===== config.mk =====
export PLATFORM = sky130hd
export DESIGN_NAME = midpoint_ellipse_rasterizer
export DESIGN_NICKNAME = d
export VERILOG_FILES = /design/src/hw/rtl/mer_pkg.sv /design/src/hw/rtl/mer_ctrl.sv /design/src/hw/rtl/mer_datapath.sv /design/src/hw/rtl/midpoint_ellipse_rasterizer.sv
export VERILOG_INCLUDE_DIRS = /design/src /design/src/hw/rtl
export SDC_FILE = /design/constraint.sdc
export NUM_CORES = 2
export LEC_CHECK = 0
export ABC_AREA = 0
export BUFFER_PORTS_ARGS = -buffer_cell sky130_fd_sc_hd__buf_2
export CELL_PAD_IN_SITES_DETAIL_PLACEMENT = 0
export CELL_PAD_IN_SITES_GLOBAL_PLACEMENT = 1
export CORE_MARGIN = 2
export CORE_UTILIZATION = 35
export DETAILED_ROUTE_END_ITERATION = 8
export GPL_TIMING_DRIVEN = 0
export PLACE_DENSITY_LB_ADDON = 0.1
export SYNTH_ARGS = -nofsm -noshare
export SYNTH_HDL_FRONTEND = slang
export SYNTH_HIERARCHICAL = 1
export SYNTH_SLANG_ARGS = --single-unit

===== constraint.sdc =====
create_clock -name clk -period 9 [get_ports clk]
set_clock_uncertainty 0.2 [all_clocks]
set_input_delay 1.35 -clock clk [delete_from_list [all_inputs] [get_ports clk]]
set_output_delay 1.35 -clock clk [all_outputs]
set_load 0.03 [all_outputs]

===== src/hw/rtl/midpoint_ellipse_rasterizer_macros.svh =====
// ---------------------------------------------------------------------------
// Midpoint ellipse rasterizer assertion macros
// Shared concurrent assertion forms used by the rasterizer RTL.
// ---------------------------------------------------------------------------
`ifndef MIDPOINT_ELLIPSE_RASTERIZER_MACROS_SVH
`define MIDPOINT_ELLIPSE_RASTERIZER_MACROS_SVH

// Same-cycle implication, disabled during reset.
`define MER_ASSERT_NOW(name, clk, rst_n, ante, cons) \
    name: assert property (@(posedge clk) disable iff (!rst_n) (ante) |-> (cons)) \
        else $error("same-cycle check failed");

// Next-cycle implication, disabled during reset.
`define MER_ASSERT_NEXT(name, clk, rst_n, ante, cons) \
    name: assert property (@(posedge clk) disable iff (!rst_n) (ante) |=> (cons)) \
        else $error("next-cycle check failed");

`endif


===== src/hw/rtl/mer_pkg.sv =====
// ---------------------------------------------------------------------------
// mer_pkg
// Widths, codes and controller/datapath interface types of the rasterizer.
// ---------------------------------------------------------------------------
`default_nettype none

package mer_pkg;

    localparam int RADIUS_BITS = 10;
    localparam int COORD_BITS  = 12;
    localparam int CFG_BITS    = 12;
    localparam int PIX_BITS    = 14;

    localparam int X_BITS   = RADIUS_BITS + 1;      // walk x, unsigned
    localparam int Y_BITS   = RADIUS_BITS + 2;      // walk y, signed (reaches -1)
    localparam int T_BITS   = X_BITS + 1;           // 2x+1
    localparam int SQ_BITS  = 2 * RADIUS_BITS;      // squared radii
    localparam int D_BITS   = 3 * RADIUS_BITS + 3;  // step_dx / step_dy, signed
    localparam int DEC_BITS = 4 * RADIUS_BITS + 8;  // 4x scaled decision, signed
    localparam int MA_BITS  = 3 * RADIUS_BITS + 2;  // multiplier operand a
    localparam int MB_BITS  = 2 * RADIUS_BITS + 2;  // multiplier operand b
    localparam int P_BITS   = MA_BITS + MB_BITS;
    localparam int CALC_BITS = ((COORD_BITS > Y_BITS) ? COORD_BITS : Y_BITS) + PIX_BITS;

    localparam int CFG_INDEX_BITS = 2;
    localparam logic [CFG_INDEX_BITS-1:0] REG_HALF_SCREEN_WIDTH = 2'd0;
    localparam logic [CFG_INDEX_BITS-1:0] REG_SCREEN_HEIGHT     = 2'd1;
    localparam logic [CFG_BITS-1:0] HALF_SCREEN_WIDTH_RESET = 12'd960;
    localparam logic [CFG_BITS-1:0] SCREEN_HEIGHT_RESET     = 12'd1080;

    localparam logic OP_START = 1'b0;
    localparam logic OP_STEP  = 1'b1;

    // quadrant of an emitted point: bit 1 mirrors x, bit 0 mirrors y
    localparam logic [1:0] QUAD_FIRST = 2'd0;
    localparam logic [1:0] QUAD_LAST  = 2'd3;

    typedef enum logic [3:0] {
        ST_IDLE,
        ST_RX_SQ,
        ST_RY_SQ,
        ST_DY_MUL,
        ST_DY_WB,
        ST_CHECK,
        ST_R2_T1,
        ST_R2_T2,
        ST_R2_Y1,
        ST_R2_Y2,
        ST_R2_XY,
        ST_R2_WB,
        ST_ADV_MOVE,
        ST_ADV_DEC,
        ST_EMIT
    } state_t;

    typedef enum logic [3:0] {
        MUL_NONE,
        MUL_RX_RX,
        MUL_RY_RY,
        MUL_RXSQ_RY,
        MUL_RYSQ_T,
        MUL_PROD_T,
        MUL_YM1_YM1,
        MUL_RXSQ_PROD,
        MUL_RXSQ_RYSQ
    } mul_sel_t;

    typedef enum logic [2:0] {
        WB_NONE,
        WB_RX_SQ,
        WB_RY_SQ,
        WB_START,
        WB_DEC_SET,
        WB_DEC_ADD,
        WB_DEC_SUB
    } wb_sel_t;

    typedef struct packed {
        logic       load_start;
        logic       adv_move;
        logic       adv_dec;
        logic       load_out;
        logic [1:0] quad;
        mul_sel_t   mul_sel;
        wb_sel_t    wb_sel;
    } mer_cmd_t;

    typedef struct packed {
        logic active;
        logic region_two;
        logic dx_ge_dy;
        logic out_free;
    } mer_sts_t;

endpackage

`default_nettype wire


===== src/hw/rtl/mer_ctrl.sv =====
// ---------------------------------------------------------------------------
// mer_ctrl
// Sequencer: input handshake, multiply schedule, advance and point emission.
// ---------------------------------------------------------------------------
`default_nettype none
`include "midpoint_ellipse_rasterizer_macros.svh"

module mer_ctrl
(
    input  wire logic              clk,
    input  wire logic              rst_n,
    input  wire logic              in_valid,
    input  wire logic              operation,
    output logic                   in_stall,
    input  wire mer_pkg::mer_sts_t sts,
    output mer_pkg::mer_cmd_t      cmd
);

    mer_pkg::state_t state_reg;
    mer_pkg::state_t state_next;
    logic [1:0]      quad_reg;
    logic [1:0]      quad_next;

    always_ff @(posedge clk or negedge rst_n)
    begin
        if (!rst_n)
        begin
            state_reg <= mer_pkg::ST_IDLE;
            quad_reg  <= mer_pkg::QUAD_FIRST;
        end
        else
        begin
            state_reg <= state_next;
            quad_reg  <= quad_next;
        end
    end

    always_comb
    begin
        state_next     = state_reg;
        quad_next      = quad_reg;
        in_stall       = (state_reg != mer_pkg::ST_IDLE);
        cmd.load_start = 1'b0;
        cmd.adv_move   = 1'b0;
        cmd.adv_dec    = 1'b0;
        cmd.load_out   = 1'b0;
        cmd.quad       = quad_reg;
        cmd.mul_sel    = mer_pkg::MUL_NONE;
        cmd.wb_sel     = mer_pkg::WB_NONE;

        unique case (state_reg)
            mer_pkg::ST_IDLE:
            begin
                if (in_valid)
                begin
                    if (operation == mer_pkg::OP_START)
                    begin
                        cmd.load_start = 1'b1;
                        state_next     = mer_pkg::ST_RX_SQ;
                    end
                    else if (sts.active)
                    begin
                        state_next = mer_pkg::ST_ADV_MOVE;
                    end
                end
            end
            mer_pkg::ST_RX_SQ:
            begin
                cmd.mul_sel = mer_pkg::MUL_RX_RX;
                state_next  = mer_pkg::ST_RY_SQ;
            end
            mer_pkg::ST_RY_SQ:
            begin
                cmd.wb_sel  = mer_pkg::WB_RX_SQ;
                cmd.mul_sel = mer_pkg::MUL_RY_RY;
                state_next  = mer_pkg::ST_DY_MUL;
            end
            mer_pkg::ST_DY_MUL:
            begin
                cmd.wb_sel  = mer_pkg::WB_RY_SQ;
                cmd.mul_sel = mer_pkg::MUL_RXSQ_RY;
                state_next  = mer_pkg::ST_DY_WB;
            end
            mer_pkg::ST_DY_WB:
            begin
                cmd.wb_sel = mer_pkg::WB_START;
                state_next = mer_pkg::ST_CHECK;
            end
            mer_pkg::ST_CHECK:
            begin
                if (!sts.region_two && sts.dx_ge_dy)
                    state_next = mer_pkg::ST_R2_T1;
                else
                    state_next = mer_pkg::ST_IDLE;
            end
            // region 2 setup: ry^2*t*t + 4*rx^2*(y-1)^2 - 4*rx^2*ry^2
            mer_pkg::ST_R2_T1:
            begin
                cmd.mul_sel = mer_pkg::MUL_RYSQ_T;
                state_next  = mer_pkg::ST_R2_T2;
            end
            mer_pkg::ST_R2_T2:
            begin
                cmd.mul_sel = mer_pkg::MUL_PROD_T;
                state_next  = mer_pkg::ST_R2_Y1;
            end
            mer_pkg::ST_R2_Y1:
            begin
                cmd.wb_sel  = mer_pkg::WB_DEC_SET;
                cmd.mul_sel = mer_pkg::MUL_YM1_YM1;
                state_next  = mer_pkg::ST_R2_Y2;
            end
            mer_pkg::ST_R2_Y2:
            begin
                cmd.mul_sel = mer_pkg::MUL_RXSQ_PROD;
                state_next  = mer_pkg::ST_R2_XY;
            end
            mer_pkg::ST_R2_XY:
            begin
                cmd.wb_sel  = mer_pkg::WB_DEC_ADD;
                cmd.mul_sel = mer_pkg::MUL_RXSQ_RYSQ;
                state_next  = mer_pkg::ST_R2_WB;
            end
            mer_pkg::ST_R2_WB:
            begin
                cmd.wb_sel = mer_pkg::WB_DEC_SUB;
                state_next = mer_pkg::ST_IDLE;
            end
            mer_pkg::ST_ADV_MOVE:
            begin
                cmd.adv_move = 1'b1;
                state_next   = mer_pkg::ST_ADV_DEC;
            end
            mer_pkg::ST_ADV_DEC:
            begin
                cmd.adv_dec = 1'b1;
                quad_next   = mer_pkg::QUAD_FIRST;
                state_next  = mer_pkg::ST_EMIT;
            end
            mer_pkg::ST_EMIT:
            begin
                if (sts.out_free)
                begin
                    cmd.load_out = 1'b1;
                    quad_next    = quad_reg + 2'd1;
                    if (quad_reg == mer_pkg::QUAD_LAST)
                        state_next = mer_pkg::ST_CHECK;
                end
            end
            default:
            begin
                state_next = mer_pkg::ST_IDLE;
            end
        endcase
    end

    `MER_ASSERT_NEXT(a_step_starts_move, clk, rst_n,
        in_valid && !in_stall && operation == mer_pkg::OP_STEP && sts.active,
        state_reg == mer_pkg::ST_ADV_MOVE)
    `MER_ASSERT_NEXT(a_group_ends_in_check, clk, rst_n,
        cmd.load_out && cmd.quad == mer_pkg::QUAD_LAST,
        state_reg == mer_pkg::ST_CHECK)
    `MER_ASSERT_NEXT(a_setup_sets_region, clk, rst_n,
        state_reg == mer_pkg::ST_R2_WB, sts.region_two)
    `MER_ASSERT_NEXT(a_region_two_no_resetup, clk, rst_n,
        state_reg == mer_pkg::ST_CHECK && sts.region_two,
        state_reg == mer_pkg::ST_IDLE)

endmodule

`default_nettype wire


===== src/hw/rtl/mer_datapath.sv =====
// ---------------------------------------------------------------------------
// mer_datapath
// Walk state, shared multiplier, decision update and point output register.
// ---------------------------------------------------------------------------
`default_nettype none

module mer_datapath
(
    input  wire logic                                  clk,
    input  wire logic                                  rst_n,
    input  wire logic        [mer_pkg::RADIUS_BITS-1:0] radius_x,
    input  wire logic        [mer_pkg::RADIUS_BITS-1:0] radius_y,
    input  wire logic signed [mer_pkg::COORD_BITS-1:0]  center_x,
    input  wire logic signed [mer_pkg::COORD_BITS-1:0]  center_y,
    input  wire logic        [mer_pkg::CFG_BITS-1:0]    half_screen_width,
    input  wire logic        [mer_pkg::CFG_BITS-1:0]    screen_height,
    input  wire logic                                  out_stall,
    output logic                                       out_valid,
    output logic signed      [mer_pkg::PIX_BITS-1:0]    pixel_x,
    output logic signed      [mer_pkg::PIX_BITS-1:0]    pixel_y,
    output logic                                       done_res,
    output logic                                       last,
    input  wire mer_pkg::mer_cmd_t                     cmd,
    output mer_pkg::mer_sts_t                          sts
);

    localparam int R   = mer_pkg::RADIUS_BITS;
    localparam int XB  = mer_pkg::X_BITS;
    localparam int YB  = mer_pkg::Y_BITS;
    localparam int TB  = mer_pkg::T_BITS;
    localparam int SQ  = mer_pkg::SQ_BITS;
    localparam int DB  = mer_pkg::D_BITS;
    localparam int DEC = mer_pkg::DEC_BITS;
    localparam int MA  = mer_pkg::MA_BITS;
    localparam int MB  = mer_pkg::MB_BITS;
    localparam int PB  = mer_pkg::P_BITS;
    localparam int CB  = mer_pkg::CALC_BITS;
    localparam int PIX = mer_pkg::PIX_BITS;
    localparam int CO  = mer_pkg::COORD_BITS;

    // control state
    logic region_two_reg, region_two_next;
    logic active_reg,     active_next;
    logic out_valid_reg,  out_valid_next;

    // walk state and operands
    logic [R-1:0]   rx_hold_reg, rx_hold_next;
    logic [XB-1:0]  cur_x_reg,   cur_x_next;
    logic [YB-1:0]  cur_y_reg,   cur_y_next;
    logic [DB-1:0]  step_dx_reg, step_dx_next;
    logic [DB-1:0]  step_dy_reg, step_dy_next;
    logic [DEC-1:0] decision_reg, decision_next;
    logic [SQ-1:0]  rx_sq_reg,   rx_sq_next;
    logic [SQ-1:0]  ry_sq_reg,   ry_sq_next;
    logic [CO-1:0]  held_cx_reg, held_cx_next;
    logic [CO-1:0]  held_cy_reg, held_cy_next;
    logic [PB-1:0]  prod_reg,    prod_next;
    logic [XB-1:0]  x0_reg,      x0_next;
    logic [YB-1:0]  y0_reg,      y0_next;
    logic           diag_reg,    diag_next;
    logic           done_reg,    done_next;

    // output register
    logic [PIX-1:0] pixel_x_reg, pixel_x_next;
    logic [PIX-1:0] pixel_y_reg, pixel_y_next;
    logic           done_res_reg, done_res_next;
    logic           last_reg,     last_next;

    // combinational helpers
    logic [TB-1:0]  t_val;
    logic [YB:0]    ym1;
    logic [YB:0]    ym1_mag;
    logic [MA-1:0]  mul_a;
    logic [MB-1:0]  mul_b;
    logic [DEC-1:0] prod_dec;
    logic [DEC-1:0] term;
    logic           dec_neg;
    logic           dec_zero;
    logic           move_x;
    logic           move_y;
    logic           use_dx;
    logic           use_dy;
    logic [CB-1:0]  sx;
    logic [CB-1:0]  sy;
    logic [CB-1:0]  px;
    logic [CB-1:0]  py;

    always_comb
    begin
        t_val    = {cur_x_reg, 1'b1};
        ym1      = {cur_y_reg[YB-1], cur_y_reg} - (YB+1)'(1);
        ym1_mag  = ym1[YB] ? ((YB+1)'(0) - ym1) : ym1;
        prod_dec = DEC'(prod_reg);
        dec_neg  = decision_reg[DEC-1];
        dec_zero = (decision_reg == '0);
        // region 1: x always moves, y when decision >= 0
        // region 2: y always moves, x when decision <= 0
        move_x   = !region_two_reg || dec_neg || dec_zero;
        move_y   = region_two_reg || !dec_neg;
        use_dx   = !region_two_reg || diag_reg;
        use_dy   = region_two_reg || diag_reg;
        term     = (use_dx ? DEC'($signed(step_dx_reg)) : '0)
                 - (use_dy ? DEC'($signed(step_dy_reg)) : '0)
                 + (region_two_reg ? DEC'(rx_sq_reg) : DEC'(ry_sq_reg));

        sx = cmd.quad[1] ? (CB'(0) - CB'(x0_reg)) : CB'(x0_reg);
        sy = cmd.quad[0] ? (CB'(0) - CB'($signed(y0_reg))) : CB'($signed(y0_reg));
        px = CB'(half_screen_width) + CB'($signed(held_cx_reg)) + sx;
        py = CB'(screen_height) - (CB'($signed(held_cy_reg)) + sy);

        case (cmd.mul_sel)
            mer_pkg::MUL_RX_RX:
            begin
                mul_a = MA'(rx_hold_reg);
                mul_b = MB'(rx_hold_reg);
            end
            mer_pkg::MUL_RY_RY:
            begin
                mul_a = MA'(cur_y_reg[R-1:0]);
                mul_b = MB'(cur_y_reg[R-1:0]);
            end
            mer_pkg::MUL_RXSQ_RY:
            begin
                mul_a = MA'(rx_sq_reg);
                mul_b = MB'(cur_y_reg[R-1:0]);
            end
            mer_pkg::MUL_RYSQ_T:
            begin
                mul_a = MA'(ry_sq_reg);
                mul_b = MB'(t_val);
            end
            mer_pkg::MUL_PROD_T:
            begin
                mul_a = prod_reg[MA-1:0];
                mul_b = MB'(t_val);
            end
            mer_pkg::MUL_YM1_YM1:
            begin
                mul_a = MA'(ym1_mag[YB-1:0]);
                mul_b = MB'(ym1_mag[YB-1:0]);
            end
            mer_pkg::MUL_RXSQ_PROD:
            begin
                mul_a = MA'(rx_sq_reg);
                mul_b = prod_reg[MB-1:0];
            end
            mer_pkg::MUL_RXSQ_RYSQ:
            begin
                mul_a = MA'(rx_sq_reg);
                mul_b = MB'(ry_sq_reg);
            end
            default:
            begin
                mul_a = '0;
                mul_b = '0;
            end
        endcase

        region_two_next = region_two_reg;
        active_next     = active_reg;
        rx_hold_next    = rx_hold_reg;
        cur_x_next      = cur_x_reg;
        cur_y_next      = cur_y_reg;
        step_dx_next    = step_dx_reg;
        step_dy_next    = step_dy_reg;
        decision_next   = decision_reg;
        rx_sq_next      = rx_sq_reg;
        ry_sq_next      = ry_sq_reg;
        held_cx_next    = held_cx_reg;
        held_cy_next    = held_cy_reg;
        prod_next       = prod_reg;
        x0_next         = x0_reg;
        y0_next         = y0_reg;
        diag_next       = diag_reg;
        done_next       = done_reg;
        pixel_x_next    = pixel_x_reg;
        pixel_y_next    = pixel_y_reg;
        done_res_next   = done_res_reg;
        last_next       = last_reg;

        if (cmd.mul_sel != mer_pkg::MUL_NONE)
            prod_next = mul_a * mul_b;

        case (cmd.wb_sel)
            mer_pkg::WB_RX_SQ:   rx_sq_next = prod_reg[SQ-1:0];
            mer_pkg::WB_RY_SQ:   ry_sq_next = prod_reg[SQ-1:0];
            mer_pkg::WB_START:
            begin
                step_dy_next  = {prod_reg[DB-2:0], 1'b0};
                decision_next = (DEC'(ry_sq_reg) << 2) - (prod_dec << 2) + DEC'(rx_sq_reg);
            end
            mer_pkg::WB_DEC_SET: decision_next = prod_dec;
            mer_pkg::WB_DEC_ADD: decision_next = decision_reg + (prod_dec << 2);
            mer_pkg::WB_DEC_SUB:
            begin
                decision_next   = decision_reg - (prod_dec << 2);
                region_two_next = 1'b1;
            end
            default:
            begin
            end
        endcase

        if (cmd.load_start)
        begin
            rx_hold_next    = radius_x;
            cur_x_next      = '0;
            cur_y_next      = YB'(radius_y);
            step_dx_next    = '0;
            held_cx_next    = center_x;
            held_cy_next    = center_y;
            region_two_next = 1'b0;
            active_next     = 1'b1;
        end

        if (cmd.adv_move)
        begin
            x0_next   = cur_x_reg;
            y0_next   = cur_y_reg;
            diag_next = move_x && move_y;
            if (move_x)
            begin
                cur_x_next   = cur_x_reg + XB'(1);
                step_dx_next = step_dx_reg + (DB'(ry_sq_reg) << 1);
            end
            if (move_y)
            begin
                cur_y_next   = cur_y_reg - YB'(1);
                step_dy_next = step_dy_reg - (DB'(rx_sq_reg) << 1);
            end
        end

        if (cmd.adv_dec)
        begin
            decision_next = decision_reg + (term << 2);
            done_next     = cur_y_reg[YB-1];
            if (cur_y_reg[YB-1])
                active_next = 1'b0;
        end

        if (cmd.load_out)
        begin
            pixel_x_next  = px[PIX-1:0];
            pixel_y_next  = py[PIX-1:0];
            done_res_next = done_reg;
            last_next     = (cmd.quad == mer_pkg::QUAD_LAST);
        end

        if (cmd.load_out)
            out_valid_next = 1'b1;
        else if (!out_stall)
            out_valid_next = 1'b0;
        else
            out_valid_next = out_valid_reg;
    end

    always_ff @(posedge clk or negedge rst_n)
    begin
        if (!rst_n)
        begin
            region_two_reg <= 1'b0;
            active_reg     <= 1'b0;
            out_valid_reg  <= 1'b0;
        end
        else
        begin
            region_two_reg <= region_two_next;
            active_reg     <= active_next;
            out_valid_reg  <= out_valid_next;
        end
    end

    always_ff @(posedge clk)
    begin
        rx_hold_reg  <= rx_hold_next;
        cur_x_reg    <= cur_x_next;
        cur_y_reg    <= cur_y_next;
        step_dx_reg  <= step_dx_next;
        step_dy_reg  <= step_dy_next;
        decision_reg <= decision_next;
        rx_sq_reg    <= rx_sq_next;
        ry_sq_reg    <= ry_sq_next;
        held_cx_reg  <= held_cx_next;
        held_cy_reg  <= held_cy_next;
        prod_reg     <= prod_next;
        x0_reg       <= x0_next;
        y0_reg       <= y0_next;
        diag_reg     <= diag_next;
        done_reg     <= done_next;
        pixel_x_reg  <= pixel_x_next;
        pixel_y_reg  <= pixel_y_next;
        done_res_reg <= done_res_next;
        last_reg     <= last_next;
    end

    assign sts.active     = active_reg;
    assign sts.region_two = region_two_reg;
    assign sts.dx_ge_dy   = ($signed(step_dx_reg) >= $signed(step_dy_reg));
    assign sts.out_free   = !out_valid_reg || !out_stall;

    assign out_valid = out_valid_reg;
    assign pixel_x   = pixel_x_reg;
    assign pixel_y   = pixel_y_reg;
    assign done_res  = done_res_reg;
    assign last      = last_reg;

endmodule

`default_nettype wire


===== src/hw/rtl/midpoint_ellipse_rasterizer.sv =====
// ---------------------------------------------------------------------------
// midpoint_ellipse_rasterizer
// Top level: configuration registers, sequencer and datapath.
// ---------------------------------------------------------------------------
// A start request (operation 0) loads radii and center and returns nothing;
// setup runs on the shared multiplier, and region 2 setup follows when a zero
// radius sends the walk straight into region 2. A step request (operation 1)
// returns four points, (+x,+y) (+x,-y) (-x,+y) (-x,-y), with last on the
// fourth and done_res on every point of the final group; a step with no
// ellipse running is taken and dropped. A step runs a move state and a
// decision state, then one point per cycle through the single output register
// while the output is free, then a region check; the step that enters region 2
// adds a setup that builds the new decision value from five products on the one
// multiplier. Input is taken only between requests; the last point of a step
// may still wait on the output while the next request is taken.
// Configuration writes are always ready; write them only while idle.
`default_nettype none

module midpoint_ellipse_rasterizer
(
    input  wire logic                                      clk,
    input  wire logic                                      rst_n,
    input  wire logic                                      in_valid,
    output logic                                           in_stall,
    input  wire logic                                      operation,
    input  wire logic        [mer_pkg::RADIUS_BITS-1:0]    radius_x,
    input  wire logic        [mer_pkg::RADIUS_BITS-1:0]    radius_y,
    input  wire logic signed [mer_pkg::COORD_BITS-1:0]     center_x,
    input  wire logic signed [mer_pkg::COORD_BITS-1:0]     center_y,
    output logic                                           out_valid,
    input  wire logic                                      out_stall,
    output logic signed      [mer_pkg::PIX_BITS-1:0]       pixel_x,
    output logic signed      [mer_pkg::PIX_BITS-1:0]       pixel_y,
    output logic                                           done_res,
    output logic                                           last,
    input  wire logic                                      cfg_valid,
    output logic                                           cfg_ready,
    input  wire logic        [mer_pkg::CFG_INDEX_BITS-1:0] cfg_index,
    input  wire logic        [mer_pkg::CFG_BITS-1:0]       cfg_data
);

    logic [mer_pkg::CFG_BITS-1:0] half_width_reg, half_width_next;
    logic [mer_pkg::CFG_BITS-1:0] height_reg,     height_next;

    mer_pkg::mer_cmd_t cmd;
    mer_pkg::mer_sts_t sts;

    assign cfg_ready = 1'b1;

    always_comb
    begin
        half_width_next = half_width_reg;
        height_next     = height_reg;
        if (cfg_valid && cfg_ready)
        begin
            unique case (cfg_index)
                mer_pkg::REG_HALF_SCREEN_WIDTH: half_width_next = cfg_data;
                mer_pkg::REG_SCREEN_HEIGHT:     height_next     = cfg_data;
                default:
                begin
                end
            endcase
        end
    end

    always_ff @(posedge clk or negedge rst_n)
    begin
        if (!rst_n)
        begin
            half_width_reg <= mer_pkg::HALF_SCREEN_WIDTH_RESET;
            height_reg     <= mer_pkg::SCREEN_HEIGHT_RESET;
        end
        else
        begin
            half_width_reg <= half_width_next;
            height_reg     <= height_next;
        end
    end

    mer_ctrl u_ctrl
    (
        .clk       (clk),
        .rst_n     (rst_n),
        .in_valid  (in_valid),
        .operation (operation),
        .in_stall  (in_stall),
        .sts       (sts),
        .cmd       (cmd)
    );

    mer_datapath u_datapath
    (
        .clk               (clk),
        .rst_n             (rst_n),
        .radius_x          (radius_x),
        .radius_y          (radius_y),
        .center_x          (center_x),
        .center_y          (center_y),
        .half_screen_width (half_width_reg),
        .screen_height     (height_reg),
        .out_stall         (out_stall),
        .out_valid         (out_valid),
        .pixel_x           (pixel_x),
        .pixel_y           (pixel_y),
        .done_res          (done_res),
        .last              (last),
        .cmd               (cmd),
        .sts               (sts)
    );

endmodule

`default_nettype wire

==> impl_results.md <==
- Share of flip-flops with an asynchronous set or reset: 9.51%
- Synthesized cell area: 50500 um^2
- Routed wire per std cell: 23.8 um
- Post-synth cell types: 99
- Post-synthesis compound-gate area fraction: 14.0%
- Placed wire-length estimate after detailed placement: 158 mm
- Failing checks: negative setup slack
- Unrepaired setup endpoints after global routing: true
- Busiest metal layer after global routing: met2
- Arrival time of the worst setup path: a little under 10 ns
- Floorplan die height: 384 um
- Vias after detailed routing: approximately 42000
- Cell seen most often among critical-path stages: sky130_fd_sc_hd__fa_1
- CP Launch Type: flip-flop
- TritonCTS clock tree: done
- Clock network latency to the later pin of the worst-skew pair: 0.61 ns
- Post-DR vias/cell: roughly 5.2
- Gp weighted congestion: 0.923
- Buffer type at the clock tree root: sky130_fd_sc_hd__clkbuf_16
- Cell area after layout: 57900 um^2
- Worst Hold End: u_datapath/done_res
- Slowest cell on the critical path: sky130_fd_sc_hd__fa_2
- Main combinational cell family by area after synthesis: adder cells
- Number of hold-repair buffers added at the cts stage: 0
- Cell types occupying the most area after synthesis: sky130_fd_sc_hd__fa_1 (26%), sky130_fd_sc_hd__edfxtp_1 (13%), sky130_fd_sc_hd__ha_1 (10%)
- Synthesized instance count: between 5000 and 6000
- Row count: 139
- Quantity of I/O buffers inserted on ports: 95
- R2R Setup Slk: -0.78 ns
- Area of the die: 147000 um^2
- FF-to-FF End: u_datapath/prod_reg[44]
- Fraction of the cycle the final worst path needs: 109%
- Slew at the pin closest to its max-slew limit: 1.42 ns
- IO Count: 97
- Final-layout worst hold slack: between 0.2 and 0.25 ns
- Initial antenna violation count: 5
- Critical setup path kind: flip-flop to flip-flop
- Number of flip-flops and latches in the synthesized netlist: 347
- Area share of fa/ha/maj cells after synthesis: 35.9%
- Met2 track demand over resource: 41.2%
- Final hold viol count: 0
- Sum of routed wire length over all layers: 189 mm
- Main flop type after synthesis: sky130_fd_sc_hd__edfxtp_1
- Critical Path RT: 9.11 ns
- # Max-Cap Violations: 0
- TritonCTS buffer count: 42
- GRT met1 Usage: 35.8%
- Post-synth EDFFs: ~230
- Maximum clock path buffer count: 3
- Remaining global-route overflow: 0
- Initial DRT Pass Iterations: 7
- Fin. max-slew vios: 0
- Maximum number of pins on one net before global-route repair: 38
- Launch instance of the worst min-delay path: u_datapath/done_reg
- Number of synthesis warnings: 6
- Met3 usage in global routing: 3.67%
- DRC violations left: 0
- Run status: finished with violations
- Final Net Count: 7151
- Cell type with the largest total area after synthesis: sky130_fd_sc_hd__fa_1
- Worst hold path depth: 0
- Parity-gate share of the synthesized area counting xor and xnor cells: 5.79%
- Remaining number of nets flagged by the antenna check after routing: 0
- Drt first-iter violations: 3466
- Initial core utilization: roughly a third
- Fin Setup TNS: -11.25 ns
- Worst min path class: flip-flop to flip-flop
- Worst Setup End Kind: flip-flop
- Headroom to the max-slew limit: 5.06%
- Stage delay of the slowest cell on the critical path: 0.61 ns
- Number of fill cells in the layout: between 10000 and 15000
- Clock-pin slew reported for the worst setup and hold paths after clock tree synthesis: around 0.070 ns
- Most frequent standard cell in the layout excluding fill and tap cells: sky130_fd_sc_hd__inv_1
- Most frequent cells in the layout: sky130_fd_sc_hd__inv_1 (895), sky130_fd_sc_hd__nand2_1 (650), sky130_fd_sc_hd__fa_1 (642)
- Mean Syn Cell Area: 8.88 um^2
- Area of the core region: 143000 um^2
- Final-report setup violation count: 28
- Layout area overhead: 14.6%
- Htree depth: 2
- Fmax achieved: just over 100 MHz
- Share of synthesized area occupied by flip-flops and latches: between 10% and 20%
- Horizontal die dimension: 384 um
- Logic depth of the worst register-to-register path: 36
- Final setup slack of the worst path: -0.780 ns
- Reg2Reg Launch Point: u_datapath/cur_y_reg[5]
- Minimum clock period: 9.78 ns
- Overall fraction of global-route tracks in use: 25.6%
- Clock sinks: roughly 350
- Mux share of post-synthesis cell area: 2.00%
- Largest driver fanout on the critical path: 7
- Post-synthesis share of cell area spent on and, or, nand and nor gates: between 10% and 20%
- Share of Yosys cell area claimed by the top area cell type: 25.8%
- Global-route wire length before repair: 278 mm
- Instance area at placement: 54000 um^2
- Via count of the first global-routing pass: 42445
- Share of post-route cells with drive strength above 1: ~11%
-- stage by stage --
| step | setup WS [ns] | utilization (%) | std cells |
|---|---|---|---|
| 6_report | -0.780 | 40.4 | 7969 |
| 4_1_cts | -1.08 | 39.8 | 7946 |
| 5_1_grt | -1.07 | 40.4 | 7967 |
| 2_1_floorplan | 0.00998 | - | 5791 |
| 3_3_place_gp | -3.36 | 37.5 | 7789 |
| 3_5_place_dp | -3.48 | 37.6 | 7797 |
-- area by class of cell --
type / count / area, um^2 / area share [%]
clock inverter: 22 / 269 / 0.464
antenna: 3 / 7.51 / 0.0130
clock buffer: 56 / 1250 / 2.16
sequential: 347 / 9410 / 16.2
buffer: 231 / 1460 / 2.52
tap: 1903 / 2380 / 4.11
multi-input combinational: 4294 / 38200 / 65.9
timing repair buffer: 211 / 1560 / 2.70
inverter: 902 / 3390 / 5.85
-- cells in the mapped netlist, types with 39 or more instances --
| cell type | number |
|---|---|
| sky130_fd_sc_hd__nor3_1 | 64 |
| sky130_fd_sc_hd__a21o_1 | 123 |
| sky130_fd_sc_hd__nand3_1 | 64 |
| sky130_fd_sc_hd__o21ai_0 | 253 |
| sky130_fd_sc_hd__xnor2_1 | 200 |
| sky130_fd_sc_hd__buf_2 | 50 |
| sky130_fd_sc_hd__a21oi_1 | 286 |
| sky130_fd_sc_hd__and3_1 | 54 |
| sky130_fd_sc_hd__nand2_1 | 660 |
| sky130_fd_sc_hd__fa_1 | 652 |
| sky130_fd_sc_hd__and2_1 | 57 |
| sky130_fd_sc_hd__nand2b_1 | 63 |
| sky130_fd_sc_hd__clkbuf_1 | 172 |
| sky130_fd_sc_hd__xor2_1 | 134 |
| sky130_fd_sc_hd__nand4_1 | 39 |
| sky130_fd_sc_hd__inv_1 | 901 |
| sky130_fd_sc_hd__nor2_1 | 420 |
| sky130_fd_sc_hd__dfxtp_1 | 87 |
| sky130_fd_sc_hd__edfxtp_1 | 227 |
| sky130_fd_sc_hd__ha_1 | 406 |
| sky130_fd_sc_hd__o21a_1 | 49 |
| sky130_fd_sc_hd__nor2b_1 | 42 |
| sky130_fd_sc_hd__mux2i_1 | 64 |
-- worst max-delay path: cells and delay by family (launching register included) --
family,cells,cell delay [ns]
fa+ha+maj,8,3.79
simple gates,6,1.91
flops,1,0.49
compound gates,11,1.86
buf+inv,9,1.04
xor+xnor,2,0.19
-- routing by layer --
metal | wire, um | vias to the layer above
met3 | 11200 | 193
met2 | 86100 | 1072
li1 | - | 19412
met5 | 0 | -
met4 | 5400 | 0
met1 | 86600 | 21003
-- cells by family (layout without fill, tap and decap cells) --
| group | Yosys count | after routing |
|---|---|---|
| buf+inv | 1150 | 1422 |
| other cells | 3 | 103 |
| fa+ha+maj | 1058 | 1058 |
| flops | 347 | 347 |
| mux | 97 | 97 |
| compound gates | 1087 | 1087 |
| xor+xnor | 334 | 334 |
| simple gates | 1618 | 1618 |
-- how the worst max path moves through the flow --
stage	start	endpoint	slack, ns	cells past startpoint
2_1_floorplan	u_datapath/cur_y_reg[0]	u_datapath/prod_reg[44]	0.01	38
3_3_place_gp	u_ctrl/state_reg[0]	u_datapath/prod_reg[44]	-3.36	34
3_5_place_dp	u_ctrl/state_reg[0]	u_datapath/prod_reg[44]	-3.48	34
4_1_cts	u_datapath/cur_y_reg[0]	u_datapath/prod_reg[44]	-1.08	39
5_1_grt	u_datapath/cur_y_reg[0]	u_datapath/prod_reg[44]	-1.07	38
6_report	u_datapath/cur_y_reg[5]	u_datapath/prod_reg[44]	-0.78	36
-- what timing repair did --
action | 4_1_cts | 5_1_grt
endpoints found under the setup margin | 38 | 39
gates cloned | 0 | 0
resized for setup | 260 | 169
pin swaps | 77 | 87
buffers inserted | 81 | 36
Power is left out: the tool's default activity adds up to more than one toggle a clock period on the data nets, which glitch-free logic cannot reach.
